File: config.mk
export PLATFORM = sky130hd
export DESIGN_NAME = led_strip_animation_controller_top
export DESIGN_NICKNAME = d
export VERILOG_FILES = /design/src/rtl/core/lsac_pkg.sv /design/src/rtl/core/lsac_front.sv /design/src/rtl/core/lsac_frame_fifo.sv /design/src/rtl/core/lsac_back.sv /design/src/rtl/core/led_strip_animation_controller_top.sv
export SDC_FILE = /design/constraint.sdc
export NUM_CORES = 2
export LEC_CHECK = 0
export BUFFER_PORTS_ARGS = -buffer_cell sky130_fd_sc_hd__buf_2
export CORE_MARGIN = 2
export CORE_UTILIZATION = 59
export DETAILED_ROUTE_END_ITERATION = 7
export PLACE_DENSITY = 0.76
export SLEW_MARGIN = 25
export SYNTH_ARGS = -nofsm -noshare
export SYNTH_HDL_FRONTEND = slang
export SYNTH_HIERARCHICAL = 1
export SYNTH_SLANG_ARGS = --single-unit
File: constraint.sdc
create_clock -name clk_i -period 5.1 [get_ports clk_i]
set_input_delay 1.02 -clock clk_i [delete_from_list [all_inputs] [get_ports clk_i]]
set_output_delay 1.02 -clock clk_i [all_outputs]
set_load 0.03 [all_outputs]
File: src/rtl/core/lsac_pkg.sv
`timescale 1ns / 1ps
// ----------------------------------------------------------------------------
// lsac_pkg
// Shared types, constants and tables of the LED strip animation controller.
// ----------------------------------------------------------------------------
package lsac_pkg;

  localparam int unsigned DefPixelCount  = 10;
  localparam int unsigned DefTailLength  = 6;
  localparam int unsigned FrameFifoDepth = 2;

  localparam int unsigned PixW  = 6;   // pixel position, strips up to 64
  localparam int unsigned FillW = 7;   // fill level 0..64
  localparam int unsigned ChanW = 8;
  localparam int unsigned TailW = 9;   // Q1.8, 256 = 1.0
  localparam int unsigned CfgW  = 8;

  localparam logic [CfgW-1:0] BrightnessReset = 8'd77;
  localparam logic [CfgW-1:0] HoldFramesReset = 8'd5;

  localparam logic [7:0] CmdPresetMax = 8'h03;
  localparam logic [7:0] CmdCustom    = 8'h10;
  localparam logic [7:0] CmdWaveR     = 8'h20;
  localparam logic [7:0] CmdWaveL     = 8'h21;
  localparam logic [7:0] CmdStatic    = 8'h22;
  localparam logic [7:0] CmdFillR     = 8'h30;
  localparam logic [7:0] CmdFillL     = 8'h31;

  typedef enum logic [1:0] {
    OP_BUTTON,
    OP_BYTE,
    OP_FRAME
  } op_e;

  typedef enum logic {
    CFG_BRIGHTNESS,
    CFG_HOLD_FRAMES
  } cfg_idx_e;

  typedef enum logic [2:0] {
    MODE_SOLID,
    MODE_WAVE_R,
    MODE_WAVE_L,
    MODE_FILL_R,
    MODE_FILL_L
  } mode_e;

  typedef struct packed {
    mode_e            mode;
    logic [ChanW-1:0] red;
    logic [ChanW-1:0] green;
    logic [ChanW-1:0] blue;
  } step_t;

  // Snapshot of the animation state that one frame is rendered from
  typedef struct packed {
    mode_e            mode;
    logic [ChanW-1:0] red;
    logic [ChanW-1:0] green;
    logic [ChanW-1:0] blue;
    logic [PixW-1:0]  head;
    logic [FillW-1:0] fill;
  } frame_t;

  function automatic step_t step_entry(logic [2:0] idx);
    step_t s;
    unique case (idx)
      3'd0:    s = '{MODE_SOLID,  8'd0,   8'd255, 8'd0};
      3'd1:    s = '{MODE_SOLID,  8'd255, 8'd0,   8'd0};
      3'd2:    s = '{MODE_SOLID,  8'd255, 8'd255, 8'd0};
      3'd3:    s = '{MODE_SOLID,  8'd128, 8'd0,   8'd128};
      3'd4:    s = '{MODE_WAVE_R, 8'd255, 8'd120, 8'd0};
      3'd5:    s = '{MODE_WAVE_L, 8'd255, 8'd120, 8'd0};
      3'd6:    s = '{MODE_FILL_R, 8'd255, 8'd120, 8'd0};
      default: s = '{MODE_FILL_L, 8'd255, 8'd120, 8'd0};
    endcase
    return s;
  endfunction

  // Returns {red, green, blue}
  function automatic logic [3*ChanW-1:0] preset_rgb(logic [1:0] sel);
    logic [3*ChanW-1:0] c;
    unique case (sel)
      2'd0:    c = {8'd255, 8'd0,   8'd0};
      2'd1:    c = {8'd0,   8'd255, 8'd0};
      2'd2:    c = {8'd255, 8'd255, 8'd0};
      default: c = {8'd128, 8'd0,   8'd128};
    endcase
    return c;
  endfunction

  function automatic logic [TailW-1:0] tail_q8(logic [3:0] ofs);
    logic [TailW-1:0] t;
    unique case (ofs)
      4'd0:    t = 9'd256;
      4'd1:    t = 9'd179;
      4'd2:    t = 9'd128;
      4'd3:    t = 9'd77;
      4'd4:    t = 9'd51;
      4'd5:    t = 9'd26;
      default: t = 9'd0;
    endcase
    return t;
  endfunction

endpackage

File: src/rtl/core/lsac_front.sv
`timescale 1ns / 1ps
// ----------------------------------------------------------------------------
// lsac_front
// Accepts items, runs the button stepper and command parser, keeps the
// animation state and queues one frame snapshot per frame tick.
// ----------------------------------------------------------------------------
module lsac_front #(
  parameter int unsigned PixelCount = lsac_pkg::DefPixelCount
) (
  input  logic                        clk_i,
  input  logic                        rst_ni,
  input  logic                        push,
  output logic                        full,
  input  logic [1:0]                  operation_i,
  input  logic                        button_level_i,
  input  logic [7:0]                  command_byte_i,
  input  logic [lsac_pkg::CfgW-1:0]   hold_frames_i,
  output logic                        frame_push_o,
  output lsac_pkg::frame_t            frame_o,
  input  logic                        frame_full_i
);
  import lsac_pkg::*;

  localparam logic [PixW-1:0]  LastPix  = PixW'(PixelCount - 1);
  localparam logic [FillW-1:0] FillFull = FillW'(PixelCount);

  logic             accept;
  op_e              op;
  step_t            entry;

  mode_e            mode_q, mode_d;
  logic [2:0]       step_q, step_d;
  logic [ChanW-1:0] red_q, red_d, green_q, green_d, blue_q, blue_d;
  logic [PixW-1:0]  head_q, head_d;
  logic [FillW-1:0] fill_q, fill_d;
  logic [CfgW-1:0]  hold_q, hold_d;
  logic             prev_btn_q, prev_btn_d;
  logic [1:0]       cmd_cnt_q, cmd_cnt_d;
  logic [7:0]       command_buffer_q [3];

  logic [2:0]       cnt_next;
  logic [7:0]       lead;
  logic             done;

  assign full   = frame_full_i;
  assign accept = push && !frame_full_i;
  assign op     = op_e'(operation_i);

  assign frame_o = '{mode_q, red_q, green_q, blue_q, head_q, fill_q};

  assign cnt_next = {1'b0, cmd_cnt_q} + 3'd1;
  assign lead     = (cmd_cnt_q == 2'd0) ? command_byte_i : command_buffer_q[0];
  assign entry    = step_entry(step_q + 3'd1);

  always_comb begin
    mode_d       = mode_q;
    step_d       = step_q;
    red_d        = red_q;
    green_d      = green_q;
    blue_d       = blue_q;
    head_d       = head_q;
    fill_d       = fill_q;
    hold_d       = hold_q;
    prev_btn_d   = prev_btn_q;
    cmd_cnt_d    = cmd_cnt_q;
    frame_push_o = 1'b0;
    done         = 1'b0;
    if (accept) begin
      case (op)
        OP_BUTTON: begin
          if (button_level_i && !prev_btn_q) begin
            step_d  = step_q + 3'd1;
            mode_d  = entry.mode;
            red_d   = entry.red;
            green_d = entry.green;
            blue_d  = entry.blue;
            head_d  = (entry.mode == MODE_WAVE_L) ? LastPix : '0;
            fill_d  = '0;
            hold_d  = '0;
          end
          prev_btn_d = button_level_i;
        end
        OP_BYTE: begin
          if (cnt_next == 3'd1) begin
            if (lead <= CmdPresetMax) begin
              {red_d, green_d, blue_d} = preset_rgb(lead[1:0]);
              mode_d = MODE_SOLID;
              done   = 1'b1;
            end else if (lead == CmdWaveR) begin
              mode_d = MODE_WAVE_R;
              head_d = '0;
              done   = 1'b1;
            end else if (lead == CmdWaveL) begin
              mode_d = MODE_WAVE_L;
              head_d = LastPix;
              done   = 1'b1;
            end else if (lead == CmdStatic) begin
              mode_d = MODE_SOLID;
              done   = 1'b1;
            end else if (lead == CmdFillR || lead == CmdFillL) begin
              mode_d = (lead == CmdFillR) ? MODE_FILL_R : MODE_FILL_L;
              fill_d = '0;
              hold_d = '0;
              done   = 1'b1;
            end
          end else if (cnt_next == 3'd4 && lead == CmdCustom) begin
            red_d   = command_buffer_q[1];
            green_d = command_buffer_q[2];
            blue_d  = command_byte_i;
            mode_d  = MODE_SOLID;
          end
          // drop whatever is buffered after four bytes
          if (cnt_next == 3'd4) begin
            done = 1'b1;
          end
          cmd_cnt_d = done ? 2'd0 : cnt_next[1:0];
        end
        OP_FRAME: begin
          frame_push_o = 1'b1;
          case (mode_q) inside
            MODE_WAVE_R: head_d = (head_q == LastPix) ? '0 : head_q + 1'b1;
            MODE_WAVE_L: head_d = (head_q == '0) ? LastPix : head_q - 1'b1;
            MODE_FILL_R, MODE_FILL_L: begin
              if (fill_q < FillFull) begin
                fill_d = fill_q + 1'b1;
              end else if (hold_q < hold_frames_i) begin
                hold_d = hold_q + 1'b1;
              end else begin
                fill_d = '0;
                hold_d = '0;
              end
            end
            default: ;
          endcase
        end
        default: ;
      endcase
    end
  end

  always_ff @(posedge clk_i or negedge rst_ni) begin
    if (!rst_ni) begin
      mode_q     <= MODE_SOLID;
      step_q     <= '0;
      red_q      <= 8'd0;
      green_q    <= 8'd255;
      blue_q     <= 8'd0;
      head_q     <= '0;
      fill_q     <= '0;
      hold_q     <= '0;
      prev_btn_q <= 1'b0;
      cmd_cnt_q  <= '0;
    end else begin
      mode_q     <= mode_d;
      step_q     <= step_d;
      red_q      <= red_d;
      green_q    <= green_d;
      blue_q     <= blue_d;
      head_q     <= head_d;
      fill_q     <= fill_d;
      hold_q     <= hold_d;
      prev_btn_q <= prev_btn_d;
      cmd_cnt_q  <= cmd_cnt_d;
    end
  end

  // The fourth byte is consumed in the cycle it arrives and never stored
  always_ff @(posedge clk_i) begin
    if (accept && op == OP_BYTE && cmd_cnt_q != 2'd3) begin
      command_buffer_q[cmd_cnt_q] <= command_byte_i;
    end
  end

endmodule

File: src/rtl/core/lsac_frame_fifo.sv
`timescale 1ns / 1ps
// ----------------------------------------------------------------------------
// lsac_frame_fifo
// Short queue of frame snapshots between the front and the renderer.
// ----------------------------------------------------------------------------
module lsac_frame_fifo (
  input  logic             clk_i,
  input  logic             rst_ni,
  input  logic             push_i,
  input  lsac_pkg::frame_t data_i,
  output logic             full_o,
  input  logic             pop_i,
  output lsac_pkg::frame_t data_o,
  output logic             empty_o
);
  import lsac_pkg::*;

  localparam int unsigned PtrW = (FrameFifoDepth > 1) ? $clog2(FrameFifoDepth) : 1;
  localparam int unsigned CntW = $clog2(FrameFifoDepth + 1);
  localparam logic [PtrW-1:0] LastSlot = PtrW'(FrameFifoDepth - 1);

  frame_t          mem_q [FrameFifoDepth];
  logic [PtrW-1:0] wptr_q, rptr_q;
  logic [CntW-1:0] cnt_q;
  logic            do_push, do_pop;

  assign full_o  = (cnt_q == CntW'(FrameFifoDepth));
  assign empty_o = (cnt_q == '0);
  assign do_push = push_i && !full_o;
  assign do_pop  = pop_i && !empty_o;
  assign data_o  = mem_q[rptr_q];

  always_ff @(posedge clk_i or negedge rst_ni) begin
    if (!rst_ni) begin
      wptr_q <= '0;
      rptr_q <= '0;
      cnt_q  <= '0;
    end else begin
      if (do_push) begin
        wptr_q <= (wptr_q == LastSlot) ? '0 : wptr_q + 1'b1;
      end
      if (do_pop) begin
        rptr_q <= (rptr_q == LastSlot) ? '0 : rptr_q + 1'b1;
      end
      if (do_push && !do_pop) begin
        cnt_q <= cnt_q + 1'b1;
      end else if (do_pop && !do_push) begin
        cnt_q <= cnt_q - 1'b1;
      end
    end
  end

  always_ff @(posedge clk_i) begin
    if (do_push) begin
      mem_q[wptr_q] <= data_i;
    end
  end

endmodule

File: src/rtl/core/lsac_back.sv
`timescale 1ns / 1ps
// ----------------------------------------------------------------------------
// lsac_back
// Renders one frame snapshot into pixels: tail lookup, then scaling by the
// brightness-weighted color, into a two-entry result queue.
// ----------------------------------------------------------------------------
module lsac_back #(
  parameter int unsigned PixelCount = lsac_pkg::DefPixelCount,
  parameter int unsigned TailLength = lsac_pkg::DefTailLength
) (
  input  logic                      clk_i,
  input  logic                      rst_ni,
  input  logic                      frame_valid_i,
  input  lsac_pkg::frame_t          frame_i,
  output logic                      frame_pop_o,
  input  logic [lsac_pkg::CfgW-1:0] brightness_i,
  output logic                      empty,
  input  logic                      pop,
  output logic [23:0]               pixel_grb_o,
  output logic [5:0]                pixel_index_o,
  output logic                      last_o
);
  import lsac_pkg::*;

  localparam int unsigned OfsW   = PixW + 1;
  localparam int unsigned ProdW  = 2 * ChanW;
  localparam int unsigned ScaleW = ProdW + TailW;
  localparam logic [PixW-1:0]  LastPix  = PixW'(PixelCount - 1);
  localparam logic [OfsW-1:0]  PixN     = OfsW'(PixelCount);
  localparam logic [OfsW-1:0]  TailLen  = OfsW'(TailLength);
  localparam logic [FillW-1:0] FillFull = FillW'(PixelCount);

  frame_t             desc_q;
  logic [ProdW-1:0]   cb_red_q, cb_green_q, cb_blue_q;
  logic               busy_q;
  logic [PixW-1:0]    pix_q;

  logic               s1_valid_q;
  logic [TailW-1:0]   s1_tail_q;
  logic [PixW-1:0]    s1_idx_q;
  logic               s1_last_q;

  logic [23:0]        out_grb_q  [2];
  logic [PixW-1:0]    out_idx_q  [2];
  logic               out_last_q [2];
  logic               out_wptr_q, out_rptr_q;
  logic [1:0]         out_cnt_q;
  logic               out_full, out_push, out_pop;

  logic               issue;
  logic [OfsW-1:0]    ofs_raw, ofs;
  logic               lit;
  logic [TailW-1:0]   tail;
  logic [ScaleW-1:0]  sc_red, sc_green, sc_blue;

  // Hold the next frame until the last pixel has left the scaler stage
  assign frame_pop_o = !busy_q && frame_valid_i && (!s1_valid_q || out_push);

  assign out_full = (out_cnt_q == 2'd2);
  assign out_push = s1_valid_q && !out_full;
  assign out_pop  = pop && (out_cnt_q != 2'd0);
  assign issue    = busy_q && (!s1_valid_q || out_push);

  // Distance from the wave head, folded into 0..PixelCount-1
  always_comb begin
    if (desc_q.mode == MODE_WAVE_R) begin
      ofs_raw = OfsW'(desc_q.head) + PixN - OfsW'(pix_q);
    end else begin
      ofs_raw = OfsW'(pix_q) + PixN - OfsW'(desc_q.head);
    end
    ofs = (ofs_raw >= PixN) ? ofs_raw - PixN : ofs_raw;
    if (desc_q.mode == MODE_FILL_R) begin
      lit = FillW'(pix_q) < desc_q.fill;
    end else begin
      lit = (FillW'(pix_q) + desc_q.fill) >= FillFull;
    end
    case (desc_q.mode) inside
      MODE_WAVE_R, MODE_WAVE_L: tail = (ofs < TailLen) ? tail_q8(ofs[3:0]) : '0;
      MODE_FILL_R, MODE_FILL_L: tail = lit ? 9'd256 : '0;
      default:                  tail = 9'd256;
    endcase
  end

  assign sc_red   = ScaleW'(cb_red_q)   * ScaleW'(s1_tail_q);
  assign sc_green = ScaleW'(cb_green_q) * ScaleW'(s1_tail_q);
  assign sc_blue  = ScaleW'(cb_blue_q)  * ScaleW'(s1_tail_q);

  always_ff @(posedge clk_i or negedge rst_ni) begin
    if (!rst_ni) begin
      busy_q     <= 1'b0;
      pix_q      <= '0;
      s1_valid_q <= 1'b0;
      out_wptr_q <= 1'b0;
      out_rptr_q <= 1'b0;
      out_cnt_q  <= '0;
    end else begin
      if (frame_pop_o) begin
        busy_q <= 1'b1;
        pix_q  <= '0;
      end else if (issue) begin
        if (pix_q == LastPix) begin
          busy_q <= 1'b0;
        end else begin
          pix_q <= pix_q + 1'b1;
        end
      end
      if (issue) begin
        s1_valid_q <= 1'b1;
      end else if (out_push) begin
        s1_valid_q <= 1'b0;
      end
      if (out_push) begin
        out_wptr_q <= !out_wptr_q;
      end
      if (out_pop) begin
        out_rptr_q <= !out_rptr_q;
      end
      if (out_push && !out_pop) begin
        out_cnt_q <= out_cnt_q + 1'b1;
      end else if (out_pop && !out_push) begin
        out_cnt_q <= out_cnt_q - 1'b1;
      end
    end
  end

  // Color times brightness is fixed for a whole frame: register it at load
  always_ff @(posedge clk_i) begin
    if (frame_pop_o) begin
      desc_q     <= frame_i;
      cb_red_q   <= ProdW'(frame_i.red)   * ProdW'(brightness_i);
      cb_green_q <= ProdW'(frame_i.green) * ProdW'(brightness_i);
      cb_blue_q  <= ProdW'(frame_i.blue)  * ProdW'(brightness_i);
    end
    if (issue) begin
      s1_tail_q <= tail;
      s1_idx_q  <= pix_q;
      s1_last_q <= (pix_q == LastPix);
    end
    if (out_push) begin
      out_grb_q[out_wptr_q]  <= {sc_green[23:16], sc_red[23:16], sc_blue[23:16]};
      out_idx_q[out_wptr_q]  <= s1_idx_q;
      out_last_q[out_wptr_q] <= s1_last_q;
    end
  end

  assign empty         = (out_cnt_q == 2'd0);
  assign pixel_grb_o   = out_grb_q[out_rptr_q];
  assign pixel_index_o = out_idx_q[out_rptr_q];
  assign last_o        = out_last_q[out_rptr_q];

endmodule

File: src/rtl/core/led_strip_animation_controller_top.sv
`timescale 1ns / 1ps
// ----------------------------------------------------------------------------
// led_strip_animation_controller_top
// Button stepper, byte command parser and frame renderer for an LED strip.
// ----------------------------------------------------------------------------
// Input queue: drive operation_i, button_level_i and command_byte_i with push;
// a transaction completes on a clock edge with push high and full low.
// Button samples and command bytes update the registered state. A frame tick
// stores a snapshot of the animation state in a two-deep frame queue and
// advances the animation in the same cycle; full rises while both slots hold
// frames that the renderer has not started.
// Result queue: while empty is low the oldest pixel is on pixel_grb_o,
// pixel_index_o and last_o; pop takes it. The renderer produces one pixel per
// cycle while that queue has room and loads a frame only after the previous
// frame's last pixel is issued; pixels pass the snapshot and tail registers
// into the two-entry result queue. A stalled receiver fills it, then the
// renderer and finally the frame queue stop; nothing is dropped. Reset (rst_ni
// low) restores static green, brightness 77, hold 5 frames; it empties both
// queues. Users write registers via cfg_we_i only while idle; it is unchecked.
// ----------------------------------------------------------------------------
module led_strip_animation_controller_top #(
  parameter int unsigned PixelCount = lsac_pkg::DefPixelCount,
  parameter int unsigned TailLength = lsac_pkg::DefTailLength
) (
  input  logic                      clk_i,
  input  logic                      rst_ni,
  input  logic                      push,
  output logic                      full,
  input  logic [1:0]                operation_i,
  input  logic                      button_level_i,
  input  logic [7:0]                command_byte_i,
  output logic                      empty,
  input  logic                      pop,
  output logic [23:0]               pixel_grb_o,
  output logic [5:0]                pixel_index_o,
  output logic                      last_o,
  input  logic                      cfg_we_i,
  input  logic                      cfg_idx_i,
  input  logic [lsac_pkg::CfgW-1:0] cfg_data_i
);
  import lsac_pkg::*;

  logic [CfgW-1:0] brightness_q, hold_frames_q;
  logic            frame_push, frame_full, frame_empty, frame_pop;
  frame_t          frame_in, frame_out;

  always_ff @(posedge clk_i or negedge rst_ni) begin
    if (!rst_ni) begin
      brightness_q  <= BrightnessReset;
      hold_frames_q <= HoldFramesReset;
    end else if (cfg_we_i) begin
      unique case (cfg_idx_e'(cfg_idx_i))
        CFG_BRIGHTNESS:  brightness_q  <= cfg_data_i;
        CFG_HOLD_FRAMES: hold_frames_q <= cfg_data_i;
        default: ;
      endcase
    end
  end

  lsac_front #(
    .PixelCount(PixelCount)
  ) u_front (
    .clk_i         (clk_i),
    .rst_ni        (rst_ni),
    .push          (push),
    .full          (full),
    .operation_i   (operation_i),
    .button_level_i(button_level_i),
    .command_byte_i(command_byte_i),
    .hold_frames_i (hold_frames_q),
    .frame_push_o  (frame_push),
    .frame_o       (frame_in),
    .frame_full_i  (frame_full)
  );

  lsac_frame_fifo u_frame_fifo (
    .clk_i  (clk_i),
    .rst_ni (rst_ni),
    .push_i (frame_push),
    .data_i (frame_in),
    .full_o (frame_full),
    .pop_i  (frame_pop),
    .data_o (frame_out),
    .empty_o(frame_empty)
  );

  lsac_back #(
    .PixelCount(PixelCount),
    .TailLength(TailLength)
  ) u_back (
    .clk_i        (clk_i),
    .rst_ni       (rst_ni),
    .frame_valid_i(!frame_empty),
    .frame_i      (frame_out),
    .frame_pop_o  (frame_pop),
    .brightness_i (brightness_q),
    .empty        (empty),
    .pop          (pop),
    .pixel_grb_o  (pixel_grb_o),
    .pixel_index_o(pixel_index_o),
    .last_o       (last_o)
  );

endmodule
# Word level (Yosys, flattened, before mapping)
# Memories as Yosys holds them, arrays and structs flattened.
# Index checks and enable logic that the tools add are counted.
[totals]
reg_bits = 166
ram_bits = 166
input_bits = 25
output_inout_bits = 33
wordCells = 289
mem_count = 5
[op_classes]
add_sub_neg = 19
multipliers = 6
n_lt_le_gt_ge = 7
n_eq_ne = 55
muxes = 105
n_bitwise = 1
reduce_logical = 61
[memory_table]
columns = ["memory", "depth", "width", "rd", "rd_ports_with_merged_regs", "write_ports", "line_no", "text"]
rows = [
  ["u_frame_fifo.mem_q", 2, 40, 1, 0, 1, "lsac_frame_fifo.sv:22", "frame_t mem_q [FrameFifoDepth];"],
  ["u_back.out_grb_q", 2, 24, 1, 0, 1, "lsac_back.sv:43", "logic [23:0] out_grb_q [2];"],
  ["u_front.command_buffer_q", 3, 8, 3, 0, 1, "lsac_front.sv:39", "logic [7:0] command_buffer_q [3];"],
  ["u_back.out_idx_q", 2, 6, 1, 0, 1, "lsac_back.sv:44", "logic [PixW-1:0] out_idx_q [2];"],
  ["u_back.out_last_q", 2, 1, 1, 0, 1, "lsac_back.sv:45", "logic out_last_q [2];"],
]
[ops]
columns = ["operator", "count"]
rows = [
  ["$mux 8", 25],
  ["$pmux 27 s7", 1],
  ["$mux 7", 14],
  ["$mul 16x9->24", 3],
  ["$mux 6", 12],
  ["$pmux 24 s3", 1],
  ["$pmux 9 s6", 1],
  ["$mul 8x8->16", 3],
  ["$pmux 8 s2", 3],
  ["$eq 8x6->1 const B", 5],
  ["$mux 9", 4],
  ["$mux 3", 9],
  ["$reduce_and 13->1", 2],
  ["$mux 1", 25],
  ["$pmux 8 s3", 1],
  ["$eq 3x2->1 const B", 7],
  ["$pmux 7 s3", 1],
  ["$eq 3x3->1 const B", 6],
  ["$ne 2x2->1 const B", 9],
  ["$pmux 6 s3", 1],
  ["$logic_and 1x1->1", 16],
  ["$add 6x4->7 const B", 2],
  ["$ge 7x4->1 const B", 2],
  ["$reduce_bool 2->1", 7],
  ["other kinds (46)", 94],
]

# Logic depth before layout (Yosys ltp)
[depth]
ltp_word = 14
mapped_depth = 21
mapped_depth_nobuf = 19

# By module
# The synthesis kept the hierarchy.
[modules_own_cells]
columns = ["mod", "instances", "cells_each", "area_each_um2", "seq_area_each_um2"]
rows = [
  ["lsac_back", 1, 2392, 24140.7, 4504.3],
  ["lsac_front", 1, 435, 4564.4, 2082.0],
  ["lsac_frame_fifo", 1, 144, 3286.9, 2502.4],
  ["led_strip_animation_controller_top", 1, 36, 625.6, 407.9],
]

# Least setup slack after synthesis
# Ideal clock, no wire load.
[synth_timing]
path_type = "register to register"
from = "register u_back.s1_tail_q[4]"
to = "memory u_back.out_grb_q[0][15], data pin"
setup_ps = 264
t_arrival_ps = 5220
required_time_ps = 4836
setup_slack_ps = -385
path_stages_with_launch = 20
n_path_buf = 2
synth_period_minus_slack_ps = 5485
path_cell_list = "edfxtp_1 clkbuf_1 clkbuf_1 nand2_1 fa_1 inv_1 fa_1 fa_1 inv_1 fa_1 inv_1 ha_1 a21o_1 a21o_1 a211o_1 a2111oi_4 nor2_2 or4_4 a31oi_4 xnor2_1"
[synth_via]
elab_chain_len = 1
[synth_rtl]
columns = ["item", "line_no", "text"]
rows = [
  ["from (decl)", "lsac_back.sv:39", "logic [TailW-1:0] s1_tail_q;"],
  ["from (signal assigned)", "lsac_back.sv:135", "s1_tail_q <= tail;"],
  ["$mul 16x9->24", "lsac_back.sv:84", "assign sc_red = ScaleW'(cb_red_q) * ScaleW'(s1_tail_q);"],
  ["via u_back.sc_red[23]", "lsac_back.sv:54", "logic [ScaleW-1:0] sc_red, sc_green, sc_blue;"],
  ["to (decl)", "lsac_back.sv:43", ""],
]
# The timed path passes the listed nets, and every way through them passes these cells.

# Worst setup path after layout
[layout_timing]
from = "register u_back.s1_tail_q[6]"
to = "memory u_back.out_grb_q[1][15], data pin"
# The elaborated chain is that of the path after synthesis.

==> reports/results.tsv <==
metric	value	unit
Fill cells	4079	
Area growth, synth to finish	12.3	%
Die H	239	um
share of the synthesized area in the top cell type	24.7	%
fraction of registers with async set/reset	26.1	%
crit-path max FO	5	
Initial Utilization	59.4	%
CTS tree	built	
Yosys top cell by area	fa_1	
Initial DRC Count	1003	
Core Footprint	0.0549	mm2
final setup fails	19	
max-slew violations	0	
routed vias	21500	
final std cells w/o fill	3898	
IO Count	58	
PnR worst setup slack	-179	ps
Hold Fails Final Rpt	0	
htree depth	2	
Netlist cell types	100	
CP dominant cell by count	fa_1	
total track usage	23.9	%
Die Area	0.0572	mm2
CTS Sinks	330	
Worst EP required	5390	ps
crit-path max cell delay	570	ps
CTS buffer count	39	
Worst-Margin Slew	977	ps
first-pass GRT wire length	111000	um
maxcap violations	0	
Post-DP HPWL	51100	um
Area contributors post-synth	fa_1, edfxtp_1, ha_1, and2_1, inv_1	
initial antenna violation count	0	
RSZ-0062 raised after global routing	yes	
aggregate global routing overflow	0	
Critical Path AT	5570	ps
slowest CP cell	fa_1	
detailed-route DRC error count	0	
root buf cell	clkbuf_16	
post-route antenna net violation count	0	
min Tclk post-route	5280	ps
total wire length	68300	um
WS Path Type	flip-flop to flip-flop	
prevailing post-synth register cell	edfxtp_1	
most frequent cells after synthesis	inv_1, fa_1, and2_1, ha_1, nand2_1	
final net count	3887	
status	finished with violations	
Mapped Area	0.0326	mm2
deepest clock path buffer count	3	
WL/cell	17.5	um
setup slack, reg-to-reg	-180	ps
Cell Rows	86	
final worst path period share	104	%
crit path cell chain	buf_6 > buf_12 > and2_4 > fa_1 > fa_1 > fa_1 > inv_2 > fa_1 > inv_2 > ha_4 > a21o_1 > a21o_1 > a211o_1 > a2111oi_4 > nor2_2 > or4_4 > a31oi_4 > xnor2_2	
register area share after synthesis	29.1	%
placed insts	3791	
Hold WC Path Type	flip-flop to flip-flop	
max_slew headroom	34.9	%
1st-pass router iterations	5	
Startpoint Class	flip-flop	
Layout Skew	33.9	ps
largest net degree at the start of global routing	59	
Crit. End Element	flip-flop	
Seq cells post-synth	330	
routed vias/inst	5.52	
Mapped Cells	3007	
violated checks	negative setup slack	
YS warnings	6	
Achievable Freq	0.189	GHz
# port buffers	57	
Post-Syn Area per Cell	10.8	um2
cell with the most instances after synthesis	inv_1	
layout cells sized above 1	16.2	%
RePlAce Congestion	0.888	
vias in the first global route	22900	
clk slew on worst S/H paths	60	ps
Post-synth EDFFs	244	
die width	239	um
clk_lat worst skew	560	ps
syn nets	3730	
## cells by family after synthesis
family / Yosys count / share of synthesized area, %
AOI/OAI and AO/OA: 267 / 5.77
and+or+nand+nor: 848 / 13.9
muxes: 128 / 4.83
adders and majority gates: 698 / 36.0
DFF: 330 / 29.1
xor gates and xnor gates: 102 / 2.76
buffers and inverters: 634 / 7.65
## per-stage QoR
step / util [%] / cell area [um2] / setup TNS, ps / setup WS [ps] / hold WS, ps
global placement: 62.4 / 34300 / -192 / -77.3 / 432
CTS: 65.4 / 35900 / -957 / -165 / 448
detailed placement: 62.6 / 34300 / -1510 / -209 / 430
floorplan: - / 32700 / 0 / 40.6 / 421
global route: 66.7 / 36600 / -5550 / -348 / 461
finish: 66.7 / 36600 / -1280 / -179 / 450
## per-layer routing
metal	GRT usage, %	share of wire [%]	vias to the layer above
met5	0	0	-
met1	30.6	42	10900
met2	41.9	51	490
met3	3.37	4.2	120
met4	7.82	3.2	0
li1	-	-	10000
## critical path, delay by kind of cell, from the launching register on
family	cells	cell delay, ps
flip-flops	1	410
AO/OA/AOI/OAI	5	1090
XOR/XNOR	1	90
buffers and inverters	4	420
adder cells (fa/ha/maj)	5	2290
AND/OR/NAND/NOR	3	710
## worst paths after layout
| kind | startpoint | end | cells after the start |
|---|---|---|---|
| max | u_back/s1_tail_q[6]$_SDFFCE_PP0P_ | u_back/out_grb_q[1][15]$_DFFE_PP_ | 18 |
| min | u_back/s1_idx_q[2]$_DFFE_PP_ | u_back/out_idx_q[0][2]$_DFFE_PP_ | 0 |
| max reg2reg | u_back/s1_tail_q[6]$_SDFFCE_PP0P_ | u_back/out_grb_q[1][15]$_DFFE_PP_ | 18 |
| min reg2reg | u_back/s1_idx_q[2]$_DFFE_PP_ | u_back/out_idx_q[0][2]$_DFFE_PP_ | 0 |
| max in group asynchronous | rst_ni | u_frame_fifo/rptr_q$_DFFE_PN0P_ | 2 |
| min in group asynchronous | rst_ni | hold_frames_q[4]$_DFFE_PN0P_ | 1 |
## layout make-up
| class | instances | area, um2 | area share [%] |
|---|---|---|---|
| timing repair buffer | 195 | 1610 | 4.39 |
| inverter | 555 | 2080 | 5.69 |
| sequential | 330 | 9500 | 25.9 |
| clock buffer | 49 | 1040 | 2.85 |
| tap | 704 | 881 | 2.40 |
| multi-input combinational | 2043 | 21200 | 57.8 |
| antenna | 1 | 2.50 | 0.00683 |
| clock inverter | 21 | 323 | 0.881 |
## sequential cells by signal, indices dropped and copies added (netlist names), 12 cells and up
| name | count |
|---|---|
| u_back/cb_green_q | 16 |
| u_back/cb_blue_q | 16 |
| u_back/desc_q | 16 |
| u_back/out_grb_q | 48 |
| u_frame_fifo/mem_q | 80 |
| u_back/cb_red_q | 16 |
| u_back/out_idx_q | 12 |
| u_front/command_buffer_q | 24 |
## layout by cell type (no fill, tap or decap), types with 23 or more instances in the layout
cell type,count
a21oi_1,61
and2_1,327
buf_2,56
buf_4,117
clkbuf_16,44
dfrtp_1,71
edfxtp_1,244
fa_1,389
ha_1,279
inv_1,547
mux2_2,63
mux2_4,40
mux2i_1,23
nand2_1,242
nand3_1,27
nor2_1,80
o21ai_0,38
xnor2_1,77
## timing repair
| item | in CTS | in global routing |
|---|---|---|
| resized for setup | 24 | 93 |
| hold buffers | 0 | 0 |
| setup buffers | 6 | 24 |
| cloned | 2 | 6 |
| hold endpoints to repair | 0 | 0 |
| endpoints found under the setup margin | 18 | 34 |
| pin swaps | 8 | 70 |
Power is not shown: default switching activity piles up to over one toggle a cycle in this logic, so the estimate is an artifact.
